[src/rtl/assert_macros.svh]
// Assertion macros used by the top level of the telegram framer.
`ifndef ASSERT_MACROS_SVH
`define ASSERT_MACROS_SVH

// Same-cycle implication, checked outside reset.
`define ASSERT_IMPL(lbl, clk, rst_n, ante, cons, msg) \
    lbl: assert property (@(posedge clk) disable iff (!(rst_n)) (ante) |-> (cons)) \
        else $error(msg);

// Next-cycle implication, checked outside reset.
`define ASSERT_NEXT(lbl, clk, rst_n, ante, cons, msg) \
    lbl: assert property (@(posedge clk) disable iff (!(rst_n)) (ante) |=> (cons)) \
        else $error(msg);

`endif

[src/rtl/mtfc_pkg.sv]
// Shared types, constants and helper functions of the meter telegram framer.
package mtfc_pkg;

    localparam int MaxLines      = 256;
    localparam int MaxLineLength = 4096;

    localparam logic [7:0]  LineTop = 8'((MaxLines - 1) < 255 ? (MaxLines - 1) : 255);
    localparam logic [11:0] ColTop  =
        12'((MaxLineLength - 1) < 4095 ? (MaxLineLength - 1) : 4095);

    localparam logic [7:0] ChSlash = 8'h2F;
    localparam logic [7:0] ChBang  = 8'h21;
    localparam logic [7:0] ChLf    = 8'h0A;
    localparam logic [7:0] ChCr    = 8'h0D;

    localparam logic [15:0] CrcPoly = 16'hA001;
    localparam logic [2:0]  CrcDigits = 3'd4;

    typedef enum logic [2:0] {
        PH_IDLE      = 3'd0,
        PH_HEADER    = 3'd1,
        PH_SEPARATOR = 3'd2,
        PH_DATA      = 3'd3,
        PH_END       = 3'd4,
        PH_CRC       = 3'd5,
        PH_TRAILER   = 3'd6
    } t_phase;

    typedef enum logic [2:0] {
        EV_PAYLOAD    = 3'd0,
        EV_LINE_END   = 3'd1,
        EV_ACCEPT     = 3'd2,
        EV_MISMATCH   = 3'd3,
        EV_UNEXPECTED = 3'd4
    } t_event;

    typedef struct packed {
        logic       valid;
        logic [3:0] value;
    } t_hex;

    // Decodes an ASCII hex digit in either case.
    function automatic t_hex hex_decode(input logic [7:0] b);
        t_hex h;
        h.valid = 1'b1;
        h.value = 4'd0;
        if (b inside {[8'h30:8'h39]}) begin
            h.value = 4'(b - 8'h30);
        end else if (b inside {[8'h41:8'h46]}) begin
            h.value = 4'(b - 8'h37);
        end else if (b inside {[8'h61:8'h66]}) begin
            h.value = 4'(b - 8'h57);
        end else begin
            h.valid = 1'b0;
        end
        return h;
    endfunction

endpackage

[src/rtl/mtfc_crc16_byte.sv]
// Byte-wide CRC-16/ARC update (reflected, polynomial 0xA001).
module mtfc_crc16_byte (
    input  logic [15:0] i_crc,
    input  logic [7:0]  i_byte,
    output logic [15:0] o_crc
);

    always_comb begin
        logic [15:0] c;
        c = i_crc ^ {8'h00, i_byte};
        for (int k = 0; k < 8; k++) begin
            if (c[0]) begin
                c = (c >> 1) ^ mtfc_pkg::CrcPoly;
            end else begin
                c = c >> 1;
            end
        end
        o_crc = c;
    end

endmodule

[src/rtl/meter_telegram_framer_crc.sv]
// Top level of the meter telegram framer with CRC-16 check.
// A byte accepted into the input register presents its event from the result register once that stage can advance.
// Throughput: one byte per cycle while the output is not stalled; the framing state and the byte-wide CRC
// update finish between the input register and the result register.
// Reset: synchronous, active low; it clears the phase, counters, CRC and
// the CRC bypass bit, and both pipeline stages come out empty.
`include "assert_macros.svh"

module meter_telegram_framer_crc (
    input  logic        i_clk,
    input  logic        i_rst_n,

    input  logic        s_axis_tvalid,
    output logic        s_axis_tready,
    input  logic [7:0]  s_axis_tdata,   // [7:0] rx_byte

    output logic        m_axis_tvalid,
    input  logic        m_axis_tready,
    // [7:0] data_byte, [15:8] line_index, [27:16] column_index,
    // [43:28] computed_crc, [59:44] received_crc, [63:60] zero
    output logic [63:0] m_axis_tdata,
    output logic [2:0]  m_axis_tuser,   // [2:0] event_kind

    input  logic        i_cfg_valid,
    output logic        o_cfg_ready,
    input  logic        i_cfg_data      // [0] crc_bypass
);

    // Configuration
    logic r_crc_bypass;

    // Input stage
    logic       r_in_valid;
    logic [7:0] r_in_byte;

    // Framing state
    mtfc_pkg::t_phase r_phase, n_phase;
    logic        r_line_start;
    logic [15:0] r_crc, n_crc;
    logic [15:0] r_rx_crc, n_rx_crc;
    logic [2:0]  r_digit_cnt, n_digit_cnt;
    logic        r_parse_stop, n_parse_stop;
    logic [7:0]  r_line_cnt, n_line_cnt;
    logic [11:0] r_col_cnt, n_col_cnt;

    // Result stage
    logic             r_out_valid;
    mtfc_pkg::t_event r_out_kind;
    logic [7:0]       r_out_byte;
    logic [7:0]       r_out_line;
    logic [11:0]      r_out_col;
    logic [15:0]      r_out_ccrc;
    logic [15:0]      r_out_rcrc;

    logic             n_emit;
    mtfc_pkg::t_event n_kind;
    logic [11:0]      n_col;
    logic [15:0]      n_ccrc;
    logic [15:0]      n_rcrc;

    logic        adv;
    logic        do_step;
    logic [7:0]  b;
    logic        is_lf, is_cr, is_slash, is_bang;
    logic        idle_like;
    logic [15:0] crc_seed;
    logic [15:0] crc_upd;
    logic        crc_ok;
    mtfc_pkg::t_hex hex;

    assign adv     = !r_out_valid || m_axis_tready;
    assign do_step = r_in_valid && adv;
    assign s_axis_tready = !r_in_valid || adv;
    assign o_cfg_ready   = 1'b1;

    assign b        = r_in_byte;
    assign is_lf    = (b == mtfc_pkg::ChLf);
    assign is_cr    = (b == mtfc_pkg::ChCr);
    assign is_slash = (b == mtfc_pkg::ChSlash);
    assign is_bang  = (b == mtfc_pkg::ChBang);
    assign hex      = mtfc_pkg::hex_decode(b);

    // Idle, trailer and the unused code all restart the CRC from zero on '/'.
    assign idle_like = !(r_phase inside {mtfc_pkg::PH_HEADER, mtfc_pkg::PH_SEPARATOR,
                                         mtfc_pkg::PH_DATA, mtfc_pkg::PH_END,
                                         mtfc_pkg::PH_CRC});
    assign crc_seed  = idle_like ? 16'h0000 : r_crc;

    mtfc_crc16_byte u_crc (
        .i_crc  (crc_seed),
        .i_byte (b),
        .o_crc  (crc_upd)
    );

    assign crc_ok = r_crc_bypass || (r_phase == mtfc_pkg::PH_END) || (r_crc == r_rx_crc);

    // Next state
    always_comb begin
        n_phase      = r_phase;
        n_crc        = r_crc;
        n_rx_crc     = r_rx_crc;
        n_digit_cnt  = r_digit_cnt;
        n_parse_stop = r_parse_stop;
        n_line_cnt   = r_line_cnt;
        n_col_cnt    = r_col_cnt;
        case (r_phase)
            mtfc_pkg::PH_HEADER: begin
                n_crc = crc_upd;
                if (is_lf) begin
                    n_phase = mtfc_pkg::PH_SEPARATOR;
                end
            end
            mtfc_pkg::PH_SEPARATOR: begin
                n_crc = crc_upd;
                if (is_lf) begin
                    n_phase = mtfc_pkg::PH_DATA;
                end
            end
            mtfc_pkg::PH_DATA: begin
                n_crc = crc_upd;
                if (is_bang && r_line_start) begin
                    n_phase = mtfc_pkg::PH_END;
                end else if (is_lf) begin
                    if (r_line_cnt < mtfc_pkg::LineTop) begin
                        n_line_cnt = r_line_cnt + 8'd1;
                    end
                    n_col_cnt = '0;
                end else if (!is_cr) begin
                    if (r_col_cnt < mtfc_pkg::ColTop) begin
                        n_col_cnt = r_col_cnt + 12'd1;
                    end
                end
            end
            mtfc_pkg::PH_END, mtfc_pkg::PH_CRC: begin
                if (is_lf) begin
                    n_phase      = mtfc_pkg::PH_TRAILER;
                    n_crc        = '0;
                    n_rx_crc     = '0;
                    n_digit_cnt  = '0;
                    n_parse_stop = 1'b0;
                    n_line_cnt   = '0;
                    n_col_cnt    = '0;
                end else if (!is_cr) begin
                    n_phase = mtfc_pkg::PH_CRC;
                    if (!hex.valid) begin
                        n_parse_stop = 1'b1;
                    end else if (!r_parse_stop && r_digit_cnt < mtfc_pkg::CrcDigits) begin
                        n_rx_crc    = {r_rx_crc[11:0], hex.value};
                        n_digit_cnt = r_digit_cnt + 3'd1;
                    end
                end
            end
            default: begin
                // Idle, trailer and the unused code: a '/' at the start of a line opens a telegram.
                if (is_slash && r_line_start) begin
                    n_crc   = crc_upd;
                    n_phase = mtfc_pkg::PH_HEADER;
                end
            end
        endcase
    end

    // Event for the current byte
    always_comb begin
        n_emit = 1'b0;
        n_kind = mtfc_pkg::EV_UNEXPECTED;
        n_col  = r_col_cnt;
        n_ccrc = '0;
        n_rcrc = '0;
        case (r_phase)
            mtfc_pkg::PH_HEADER: begin
                n_emit = 1'b0;
            end
            mtfc_pkg::PH_SEPARATOR: begin
                n_emit = !is_lf && !is_cr;
            end
            mtfc_pkg::PH_DATA: begin
                if (is_bang && r_line_start) begin
                    n_emit = 1'b0;
                end else if (is_lf) begin
                    n_emit = 1'b1;
                    n_kind = mtfc_pkg::EV_LINE_END;
                end else if (!is_cr) begin
                    n_emit = 1'b1;
                    n_kind = mtfc_pkg::EV_PAYLOAD;
                end
            end
            mtfc_pkg::PH_END, mtfc_pkg::PH_CRC: begin
                if (is_lf) begin
                    n_emit = 1'b1;
                    n_kind = crc_ok ? mtfc_pkg::EV_ACCEPT : mtfc_pkg::EV_MISMATCH;
                    n_col  = '0;
                    n_ccrc = r_crc;
                    n_rcrc = r_rx_crc;
                end
            end
            mtfc_pkg::PH_TRAILER: begin
                n_emit = !is_slash;
            end
            default: begin
                n_emit = 1'b0;
            end
        endcase
    end

    always_ff @(posedge i_clk) begin
        if (!i_rst_n) begin
            r_crc_bypass <= 1'b0;
        end else if (i_cfg_valid && o_cfg_ready) begin
            r_crc_bypass <= i_cfg_data;
        end
    end

    always_ff @(posedge i_clk) begin
        if (!i_rst_n) begin
            r_in_valid <= 1'b0;
        end else if (s_axis_tready) begin
            r_in_valid <= s_axis_tvalid;
        end
    end

    always_ff @(posedge i_clk) begin
        if (s_axis_tvalid && s_axis_tready) begin
            r_in_byte <= s_axis_tdata;
        end
    end

    always_ff @(posedge i_clk) begin
        if (!i_rst_n) begin
            r_phase      <= mtfc_pkg::PH_IDLE;
            r_line_start <= 1'b1;
            r_crc        <= '0;
            r_rx_crc     <= '0;
            r_digit_cnt  <= '0;
            r_parse_stop <= 1'b0;
            r_line_cnt   <= '0;
            r_col_cnt    <= '0;
        end else if (do_step) begin
            r_phase      <= n_phase;
            r_line_start <= is_lf || is_cr;
            r_crc        <= n_crc;
            r_rx_crc     <= n_rx_crc;
            r_digit_cnt  <= n_digit_cnt;
            r_parse_stop <= n_parse_stop;
            r_line_cnt   <= n_line_cnt;
            r_col_cnt    <= n_col_cnt;
        end
    end

    always_ff @(posedge i_clk) begin
        if (!i_rst_n) begin
            r_out_valid <= 1'b0;
        end else if (adv) begin
            r_out_valid <= r_in_valid && n_emit;
        end
    end

    always_ff @(posedge i_clk) begin
        if (do_step && n_emit) begin
            r_out_kind <= n_kind;
            r_out_byte <= b;
            r_out_line <= r_line_cnt;
            r_out_col  <= n_col;
            r_out_ccrc <= n_ccrc;
            r_out_rcrc <= n_rcrc;
        end
    end

    assign m_axis_tvalid = r_out_valid;
    assign m_axis_tuser  = r_out_kind;
    assign m_axis_tdata  = {4'h0, r_out_rcrc, r_out_ccrc, r_out_col, r_out_line, r_out_byte};

    // The hex parser never takes more than four digits.
    `ASSERT_IMPL(a_digit_limit, i_clk, i_rst_n, 1'b1, r_digit_cnt <= mtfc_pkg::CrcDigits,
        "CRC digit count exceeds four")

    // Verdict events carry a zero column; all others carry zero CRC fields.
    `ASSERT_IMPL(a_verdict_col, i_clk, i_rst_n,
        r_out_valid && (r_out_kind == mtfc_pkg::EV_ACCEPT || r_out_kind == mtfc_pkg::EV_MISMATCH),
        r_out_col == '0, "verdict event with nonzero column")

    `ASSERT_IMPL(a_crc_fields, i_clk, i_rst_n,
        r_out_valid && r_out_kind != mtfc_pkg::EV_ACCEPT && r_out_kind != mtfc_pkg::EV_MISMATCH,
        r_out_ccrc == '0 && r_out_rcrc == '0, "CRC fields set on a non-verdict event")

    // A verdict closes the telegram with cleared counters.
    `ASSERT_NEXT(a_close, i_clk, i_rst_n,
        do_step && n_emit && (n_kind == mtfc_pkg::EV_ACCEPT || n_kind == mtfc_pkg::EV_MISMATCH),
        r_phase == mtfc_pkg::PH_TRAILER && r_crc == '0 && r_line_cnt == '0,
        "telegram state not cleared after verdict")

endmodule
[config.mk]
export PLATFORM = sky130hd
export DESIGN_NAME = meter_telegram_framer_crc
export DESIGN_NICKNAME = d
export VERILOG_FILES = /design/src/rtl/mtfc_pkg.sv /design/src/rtl/mtfc_crc16_byte.sv /design/src/rtl/meter_telegram_framer_crc.sv
export VERILOG_INCLUDE_DIRS = /design/src /design/src/rtl
export SDC_FILE = /design/constraint.sdc
export NUM_CORES = 1
export LEC_CHECK = 0
export ABC_AREA = 1
export BUFFER_PORTS_ARGS = -buffer_cell sky130_fd_sc_hd__buf_2
export CAP_MARGIN = 20
export CORE_ASPECT_RATIO = 2
export CORE_MARGIN = 4
export CORE_UTILIZATION = 30
export DETAILED_ROUTE_END_ITERATION = 7
export GPL_TIMING_DRIVEN = 0
export PLACE_DENSITY_LB_ADDON = 0.15
export RECOVER_POWER = 50
export SETUP_SLACK_MARGIN = 0.2
export SLEW_MARGIN = 0
export SYNTH_ARGS = -nofsm -noshare
export SYNTH_HDL_FRONTEND = slang
export SYNTH_HIERARCHICAL = 1
export SYNTH_SLANG_ARGS = --single-unit
[constraint.sdc]
create_clock -name i_clk -period 7.9 [get_ports i_clk]
set_input_delay 0.395 -clock i_clk [delete_from_list [all_inputs] [get_ports i_clk]]
set_output_delay 0.395 -clock i_clk [all_outputs]
set_load 0.01 [all_outputs]
==> results of run 1 <==
[logic make-up (layout without fill, tap and decap cells)]
logic type | after synthesis | count (layout) | share of synthesized area
simple gates | 399 | 399 | 0.282
flops | 134 | 134 | 0.506
compound gates | 84 | 84 | 0.0693
other cells | 2 | 5 | 0.00112
buf+inv | 130 | 242 | 0.0844
fa+ha+maj | 7 | 7 | 0.0131
xor+xnor | 32 | 32 | 0.0441
[state kept, by name, indices dropped and copies added (netlist names), 8 cells and up]
| signal | cells |
|---|---|
| r_out_line | 8 |
| r_out_col | 12 |
| r_out_byte | 8 |
| r_out_rcrc | 16 |
| r_rx_crc | 16 |
| r_crc | 16 |
| r_line_cnt | 8 |
| r_out_ccrc | 16 |
| b | 8 |
| r_col_cnt | 12 |
[worst reg2reg max path, cell delays in order, from the launching register on]
cell and delay, ns:
edfxtp_1 0.56, inv_1 0.18, ha_1 0.17, nand3_1 0.08, nor2_1 0.44, nand2_1 0.41
nand3_1 0.20, o21ai_0 0.18, a21oi_4 0.59, buf_12 0.28
[per-layer routing]
layer / vias up / track usage / share of wire
met4: 0 / 0.0834 / 0.033
met1: 2558 / 0.139 / 0.33
li1: 2772 / - / -
met5: - / 0 / 0
met3: 38 / 0.0350 / 0.030
met2: 105 / 0.333 / 0.60
[cell usage after synthesis, drive strengths merged]
library cell / count / area share
clkbuf: 10 / 0.0056
nand3: 82 / 0.065
inv: 94 / 0.053
dfxtp: 63 / 0.19
xnor2: 15 / 0.022
buf: 25 / 0.025
o21ai: 18 / 0.013
clkinv: 1 / 0.0013
xor2: 17 / 0.022
nand2: 153 / 0.10
nor3: 16 / 0.014
nor2: 122 / 0.076
nand4: 24 / 0.022
a21oi: 65 / 0.055
conb: 2 / 0.0011
ha: 7 / 0.013
edfxtp: 71 / 0.32
o31ai: 1 / 0.0011
nor4: 1 / 0.00093
nand3b: 1 / 0.0011
[final cells by class]
class / instances / area [um^2]
fillers: 2353 / 14100
well taps: 276 / 345
repair buffers: 80 / 355
clock inverters: 11 / 149
inverters: 95 / 358
flip-flops and latches: 134 / 3390
plain buffers: 35 / 190
multi-input cells: 527 / 2720
clock buffers: 21 / 460
[cell usage in the layout, fill, tap and decap left out, drive strengths merged]
| master | Yosys | layout |
|---|---|---|
| nand2 | 153 | 153 |
| buf | 25 | 36 |
| xnor2 | 15 | 15 |
| clkinv | 1 | 3 |
| dfxtp | 63 | 63 |
| a21oi | 65 | 65 |
| nand4 | 24 | 24 |
| nor2 | 122 | 122 |
| nand3 | 82 | 82 |
| conb | 2 | 5 |
| inv | 94 | 97 |
| clkinvlp | 0 | 3 |
| xor2 | 17 | 17 |
| nor4 | 1 | 1 |
| ha | 7 | 7 |
| edfxtp | 71 | 71 |
| nor3 | 16 | 16 |
| bufinv | 0 | 3 |
| o21ai | 18 | 18 |
| clkbuf | 10 | 100 |
| o31ai | 1 | 1 |
| nand3b | 1 | 1 |
[path summary, 6_finish.rpt]
| check | startpoint | endpoint | depth (start not counted) | slack [ns] |
|---|---|---|---|---|
| worst max-delay path | b[0] | r_out_line[0] | 9 | 4.48 |
| worst min-delay path | s_axis_tdata[0] | b[0] | 1 | 0.14 |
| worst max register to register | b[0] | r_out_line[0] | 9 | 4.48 |
| worst min register to register | r_parse_stop | r_parse_stop | 2 | 0.47 |
[power groups by stage]
stage / sequential (W) / clock, W / combinational (W)
after global placement: 0.000752 / 0 / 0.0000559
after CTS: 0.000737 / 0.000851 / 0.0000564
after floorplan: 0.000750 / 0 / 0.0000408
final: 0.000737 / 0.000823 / 0.0000553
after global routing: 0.000738 / 0.000881 / 0.0000618
after detailed placement: 0.000753 / 0 / 0.0000563
[per-stage QoR]
step / util / setup WS, ns / area (um^2) / instances
finish: 0.361 / 4.48 / 7970 / 1179
global route: 0.361 / 4.17 / 7970 / 1179
CTS: 0.368 / 4.68 / 8120 / 1179
detailed placement: 0.340 / 4.73 / 7510 / 1147
global placement: 0.338 / 0.601 / 7450 / 1145
floorplan: - / 2.92 / 6710 / 791
==> results.json, run 1 <==
{
  "yosysWarnings": 6,
  "drive_above_1_share": 0.132,
  "worst_setup_hold_path_clk_slew_ns": 0.06,
  "ios": 84,
  "grt_pass1_vias": 5570,
  "first_pass_iters": 4,
  "cts_hold_buf": 0,
  "cp_top_family": "simple AND/OR/NAND/NOR gates",
  "finalHoldViolCount": 0,
  "post-dp-hpwl_um": 15000,
  "drtIter0Drc": 227,
  "grt_use_total": 0.162,
  "fin_skew_ns": 0.0142,
  "yosysSeqAreaShare": 0.506,
  "clk_latency_ns": 0.44,
  "post_cts_resized": 0,
  "cp.required_ns": 8.02,
  "wl_per_cell_um": 16.3,
  "root_buffer": "clkbuf_16",
  "synthDistinctLibCells": 35,
  "hp-class": "primary input to flop",
  "cts_tree": "yes",
  "ys_seq_elements": 134,
  "crit_arrival_ns": 3.54,
  "fp.dieH_um": 219,
  "seqPwrFrac": 0.456,
  "nNetsFinal": 911,
  "syn_area_mm2": 0.00670,
  "drc": 0,
  "crit_fanout": 29,
  "htreeDepth": 4,
  "swShare": 0.218,
  "period_share": 0.433,
  "routed_wl_um": 19300,
  "antenna_found_initial": 0,
  "start_util": 0.304,
  "finalPower_w": 0.00162,
  "fin_hold_ws_ns": 0.135,
  "numCtsBuffers": 17,
  "cp_slowest_cell": "a21oi_4",
  "grt_overflow": 0,
  "p_per_area_mw_per_mm2": 203,
  "die-area_mm2": 0.0249,
  "path_cells": "inv_1 > ha_1 > nand3_1 > nor2_1 > nand2_1 > nand3_1 > o21ai_0 > a21oi_4 > buf_12",
  "slew_violations": 0,
  "cpPeakStageDelay_ns": 0.59,
  "maxCapViolations": 0,
  "p_leak_nw": 2.76,
  "vdd_ir_drop_max_v": 0.000125,
  "via_per_inst": 4.64,
  "comb_power_share": 0.034,
  "rsz0062_at_grt": "no",
  "switching_power_w": 0.000352,
  "portBuffers": 78,
  "cts_setup_buffers": 0,
  "area_growth_pct": 18.9,
  "num_rows": 77,
  "grt_max_degree": 30,
  "outcome": "finished clean",
  "clkPwrFrac": 0.510,
  "finalSetupTns_ns": 0,
  "path_buf_inv": 2,
  "fmax_mhz": 293,
  "worst_pin_slew_ns": 0.794,
  "synthCells": 788,
  "design.core.area_mm2": 0.0221,
  "worstSetupEndpointType": "flop",
  "grt_pass1_wl_um": 30100,
  "clock_path_buffers": 2,
  "worstSetupPathType": "flop to flop",
  "p_int_w": 0.00126,
  "cts.sinks": 134,
  "slew_headroom": 0.471,
  "cp_common_cell": "nand3_1",
  "syn_avg_cell_area_um2": 8.50,
  "num_vias": 5473,
  "postRouteAntennaNets": 0,
  "critPathLaunchType": "flop",
  "gp_congestion": 0.819,
  "die_w_um": 114,
  "num_antenna_cells": 0,
  "period_needed_ns": 3.42,
  "setup_viol": 0
}
Note: power is estimated with default switching activity, not from simulation.
==> run 2: changes to the inputs <==
Settings changed: ABC_AREA 1 to 0.
Clock period 7.9 ns to 3.5 ns, I/O delays scaled along.
==> run 2 against run 1 <==
Compared with the run above: setup slack got worse by 4.2 ns; via count fell by 19%; utilization rose by 1.7 points; non-clock buffer count rose by 13; combinational power rose to 3.0 times the previous value; final cell count fell by 22%; clock-buffer cell count fell by 2; die area fell by 9.1%; highest routed layer unchanged.
==> results.json, run 2 <==
{
  "synth-edff-count": 71,
  "worstSetupEndpointType": "flop",
  "dp_slack_ns": -0.450,
  "worst_slack_ns": 0.319,
  "worst_setup_hold_path_clk_slew_ns": 0.06,
  "antenna_found_initial": 0,
  "die_w_um": 108,
  "hp-class": "primary input to flop",
  "syn_area_mm2": 0.00606,
  "crit_arrival_ns": 3.34,
  "worst_pin_slew_ns": 1.12,
  "design_area_mm2": 0.00754,
  "htreeDepth": 4,
  "critPathLaunchType": "flop",
  "num_vias": 4459,
  "path_cells": "or3b_1 > buf_2 > a2111oi_0 > o21ai_0 > a211oi_4 > nor2_4 > buf_12",
  "fmax_mhz": 314,
  "synthCells": 535,
  "root_buffer": "clkbuf_16",
  "num_rows": 73,
  "post-dp-hpwl_um": 12000,
  "drc": 0,
  "cp.required_ns": 3.66,
  "num_antenna_cells": 0,
  "place_area_mm2": 0.00682,
  "via_per_inst": 4.83,
  "syn_avg_cell_area_um2": 11.3,
  "slew_headroom": 0.244,
  "slew_violations": 0,
  "final_common_cell": "clkbuf_1",
  "cp_top_family": "compound AO/OA/AOI/OAI gates",
  "design.core.area_mm2": 0.0199,
  "routed_wl_um": 16300,
  "ys_async_sr_fraction": 0,
  "layoutNonFillerInstCount": 923,
  "cts.sinks": 134,
  "fin_skew_ns": 0.00678,
  "synth-main-ff-cell": "edfxtp_1",
  "path_buf_inv": 2,
  "fp.dieH_um": 209,
  "grt_max_degree": 38,
  "portBuffers": 78,
  "cpPeakStageDelay_ns": 0.63,
  "finalHoldViolCount": 0,
  "setup_viol": 0,
  "crit_fanout": 37,
  "worstSetupPathType": "flop to flop",
  "drtIter0Drc": 230,
  "yosysSeqAreaShare": 0.560,
  "drive_above_1_share": 0.116,
  "period_share": 0.909,
  "clock_path_buffers": 2,
  "cts_tree": "yes",
  "die-area_mm2": 0.0227,
  "area_growth_pct": 24.4,
  "grt_use_total": 0.151,
  "p_per_area_mw_per_mm2": 503,
  "maxCapViolations": 0,
  "synth_most_common_cell": "edfxtp_1",
  "synth.top_cell.area_share": 0.352,
  "period_needed_ns": 3.18,
  "placed_cells": 879,
  "grt_pass1_vias": 4644,
  "first_pass_iters": 4,
  "cp_slowest_cell": "a2111oi_0",
  "final_cell_mix": "clkbuf_1 (92), edfxtp_1 (71), dfxtp_1 (63)",
  "numCtsBuffers": 17,
  "postRouteAntennaNets": 0,
  "clk_latency_ns": 0.42,
  "yosys-top-cells-area": "edfxtp_1 (35%), dfxtp_1 (21%), xnor2_1 (4.6%)",
  "p_leak_nw": 2.54,
  "nNetsFinal": 669,
  "fin_hold_ws_ns": 0.0262,
  "vdd_ir_drop_max_v": 0.000230,
  "yosysTopAreaCell": "edfxtp_1",
  "grt_overflow": 0,
  "netlist_top_cells_count": "edfxtp_1 (71), dfxtp_1 (63), and3_1 (35), nor2b_1 (32), xnor2_1 (32)",
  "outcome": "finished clean",
  "synthDistinctLibCells": 63,
  "gp_congestion": 0.815,
  "ios": 84,
  "rsz0062_at_grt": "no",
  "yosysWarnings": 6,
  "start_util": 0.304,
  "grt_pass1_wl_um": 25200,
  "fillers": 2054,
  "ys_seq_elements": 134,
  "wl_per_cell_um": 17.7
}
run 2: changes by cell type after synthesis, moves of 14 or more:
cell     before  now
nand3_1      77   18
and2_1        0   21
nand2_2      24    0
nor2_1      116   19
nand4_1      24    8
inv_1        87    8
xnor2_1      13   32
nand2_1     122   20
a22o_1        0   14
nor2b_1       0   32
a22oi_1       0   16
a21oi_1      54   19
and3_1        0   35
run 2: path summary, 6_finish.rpt:
check | startpoint | endpoint | slack [ns] | cells past startpoint
hold reg to reg | r_parse_stop | r_parse_stop | 0.47 | 1
setup reg to reg | b[3] | m_axis_tuser[1] | 0.32 | 7
setup / recovery | b[3] | m_axis_tuser[1] | 0.32 | 7
hold / removal | s_axis_tvalid | r_in_valid | 0.03 | 3
run 2: timing repair:
action	CTS	global route
resized for setup	6	4
pin swaps	1	0
hold buffers	9	0
buffers inserted	2	0
hold endpoints to repair	9	0
gates cloned	1	0
setup endpoints to repair	68	55
run 2: cell type report:
cell class                 count  area (um^2)  area share
clock inverter                13          204      0.0270
timing repair buffer          90          430      0.0571
buffer                        38          198      0.0262
clock buffer                  19          443      0.0587
multi-input combinational    359         2510       0.333
sequential                   134         3390       0.450
inverter                       8         30.0     0.00398
tap                          262          328      0.0435
run 2: per-stage QoR:
step | utilization | TNS [ns] | total power, W
6_report | 0.379 | 0 | 0.00380
3_5_place_dp | 0.342 | -22.04 | 0.00186
3_3_place_gp | 0.341 | -37.08 | 0.00186
2_1_floorplan | - | 0 | 0.00182
5_1_grt | 0.379 | 0 | 0.00393
4_1_cts | 0.382 | 0 | 0.00385
run 2: power by group:
part	internal [W]	switching, W
Sequential	0.00165	0.0000213
Clock	0.00128	0.000677
Combinational	0.0000775	0.0000873
run 2: worst register-to-register path, cell delays in order (launching register included):
cell and delay [ns]:
edfxtp_1 0.58, or3b_1 0.38, buf_2 0.18, a2111oi_0 0.63, o21ai_0 0.31, a211oi_4 0.49
nor2_4 0.12, buf_12 0.20
run 2: layer usage:
metal / GRT usage / up-vias / routed length, um
li1: - / 2187 / -
met1: 0.133 / 2148 / 5410
met2: 0.302 / 96 / 9890
met3: 0.0352 / 28 / 525
met4: 0.0693 / 0 / 495
met5: 0 / - / 0
run 2: kinds of logic after synthesis:
| logic type | synth area share |
|---|---|
| and+or+nand+nor | 0.188 |
| buffers and inverters | 0.0376 |
| adders and majority gates | 0.0145 |
| AOI/OAI and AO/OA | 0.114 |
| xor gates and xnor gates | 0.0696 |
| DFF | 0.560 |
| muxes | 0.0151 |
| other | 0.00124 |
==> run 3: changes to the inputs <==
==> constraint.sdc (replaced) <==
create_clock -name i_clk -period 3.5 [get_ports i_clk]
set_input_delay 0.875 -clock i_clk [delete_from_list [all_inputs] [get_ports i_clk]]
set_output_delay 0.875 -clock i_clk [all_outputs]
set_load 0.01 [all_outputs]
==> run 3 against run 2 <==
Compared with the run above: setup slack better by 0.0048 ns; die area unchanged; maximum frequency up 0.15%; utilization down 0.44 points; flip-flop and latch count unchanged; sequential share of layout area up 0.53 points; sequential power about the same; non-clock buffer count down 9; clock skew up 0.00060 ns; hold slack better by 0.44 ns; via count down 0.72%; routed wire length down 0.75%; critical path type unchanged; largest cell class unchanged.
==> results.json, run 3 (synthesis results as in run 2) <==
{
  "outcome": "finished clean",
  "first_pass_iters": 4,
  "setup_viol": 0,
  "gp_congestion": 0.815,
  "grt_max_degree": 38,
  "nNetsFinal": 660,
  "grt_pass1_wl_um": 25100,
  "ios": 84,
  "rsz0062_at_grt": "no",
  "worst_pin_slew_ns": 1.08,
  "start_util": 0.304,
  "finalHoldViolCount": 0,
  "fp.dieH_um": 209,
  "cp.required_ns": 3.66,
  "wl_per_cell_um": 17.7,
  "die_w_um": 108,
  "worst_setup_hold_path_clk_slew_ns": 0.06,
  "slew_headroom": 0.275,
  "final_core_util": 0.374,
  "via_per_inst": 4.84,
  "post-dp-hpwl_um": 12000,
  "worstSetupPathType": "flop to flop",
  "cp_slowest_cell": "a2111oi_0",
  "clk_latency_ns": 0.42,
  "drtIter0Drc": 241,
  "cts.sinks": 134,
  "drc": 0,
  "die-area_mm2": 0.0227,
  "crit_fanout": 37,
  "cpPeakStageDelay_ns": 0.64,
  "critPathLaunchType": "flop",
  "worstSetupEndpointType": "flop",
  "design.core.area_mm2": 0.0199,
  "grt_use_total": 0.150,
  "design_area_mm2": 0.00745,
  "num_rows": 73,
  "drive_above_1_share": 0.121,
  "maxCapViolations": 0,
  "final_common_cell": "clkbuf_1",
  "final_cell_mix": "clkbuf_1 (90), edfxtp_1 (71), dfxtp_1 (63)",
  "grt_pass1_vias": 4609,
  "crit_arrival_ns": 3.34,
  "htreeDepth": 4,
  "cts_hold_buf": 0,
  "num_vias": 4427,
  "p_per_area_mw_per_mm2": 508,
  "portBuffers": 78,
  "root_buffer": "clkbuf_16",
  "num_antenna_cells": 0,
  "antenna_found_initial": 0,
  "period_needed_ns": 3.18,
  "p_leak_nw": 2.51,
  "cp_top_family": "compound AO/OA/AOI/OAI gates",
  "period_share": 0.907,
  "clock_path_buffers": 2,
  "hp-class": "flop to flop",
  "fmax_mhz": 315,
  "routed_wl_um": 16200,
  "cts_tree": "yes",
  "path_cells": "or3b_1 > buf_2 > a2111oi_0 > o21ai_0 > a211oi_4 > nor2_4 > buf_12",
  "place_area_mm2": 0.00682,
  "slew_violations": 0,
  "numCtsBuffers": 17,
  "fin_skew_ns": 0.00738,
  "grt_overflow": 0,
  "postRouteAntennaNets": 0,
  "path_buf_inv": 2,
  "vdd_ir_drop_max_v": 0.000228,
  "finalPower_w": 0.00378,
  "area_growth_pct": 23.0
}
==> run 3: changes by cell type in the layout (fill, tap and decap cells not counted), sizes merged <==
cell         change
buf              +2
dlygate4sd3      -9
clkbuf           -2
==> run 3: cell type report <==
type,instances,area [um^2]
buffer,38,198
clock buffer,19,443
sequential,134,3390
tap,262,328
timing repair buffer,81,343
clock inverter,13,204
fill,2052,12500
inverter,8,30.0
multi-input combinational,359,2510
==> run 3: timing repair <==
| item | in CTS | in global routing |
|---|---|---|
| pin swaps | 1 | 0 |
| resized for setup | 6 | 4 |
| endpoints found under the setup margin | 68 | 55 |
| cloned | 1 | 0 |
| buffers inserted | 2 | 0 |
==> run 3: metrics by stage <==
step	setup slack [ns]	hold slack, ns	setup TNS, ns	std cells
floorplan	0.244	0.431	0	538
global placement	-0.600	0.451	-37.08	878
detailed placement	-0.450	0.454	-22.04	879
CTS	0.286	0.468	0	914
global route	0.150	0.490	0	914
finish	0.324	0.466	0	914
==> run 3: worst paths after layout <==
kind	to	from	slack, ns	depth (start not counted)
worst max-delay path	m_axis_tuser[1]	b[3]	0.32	7
worst min-delay path	r_parse_stop	r_parse_stop	0.47	1
worst max register to register	m_axis_tuser[1]	b[3]	0.32	7
worst min register to register	r_parse_stop	r_parse_stop	0.47	1
==> run 3: metal layers <==
metal  GRT usage  wire, um
met4      0.0658       450
met3      0.0352       545
met1       0.133      5370
met5           0         0
met2       0.302      9840
==> run 3: power by group <==
part / switching (W) / internal (W) / total (W)
Clock: 0.000674 / 0.00128 / 0.00195
Combinational: 0.0000854 / 0.0000713 / 0.000157
Sequential: 0.0000213 / 0.00165 / 0.00168
Total: 0.000781 / 0.00300 / 0.00378
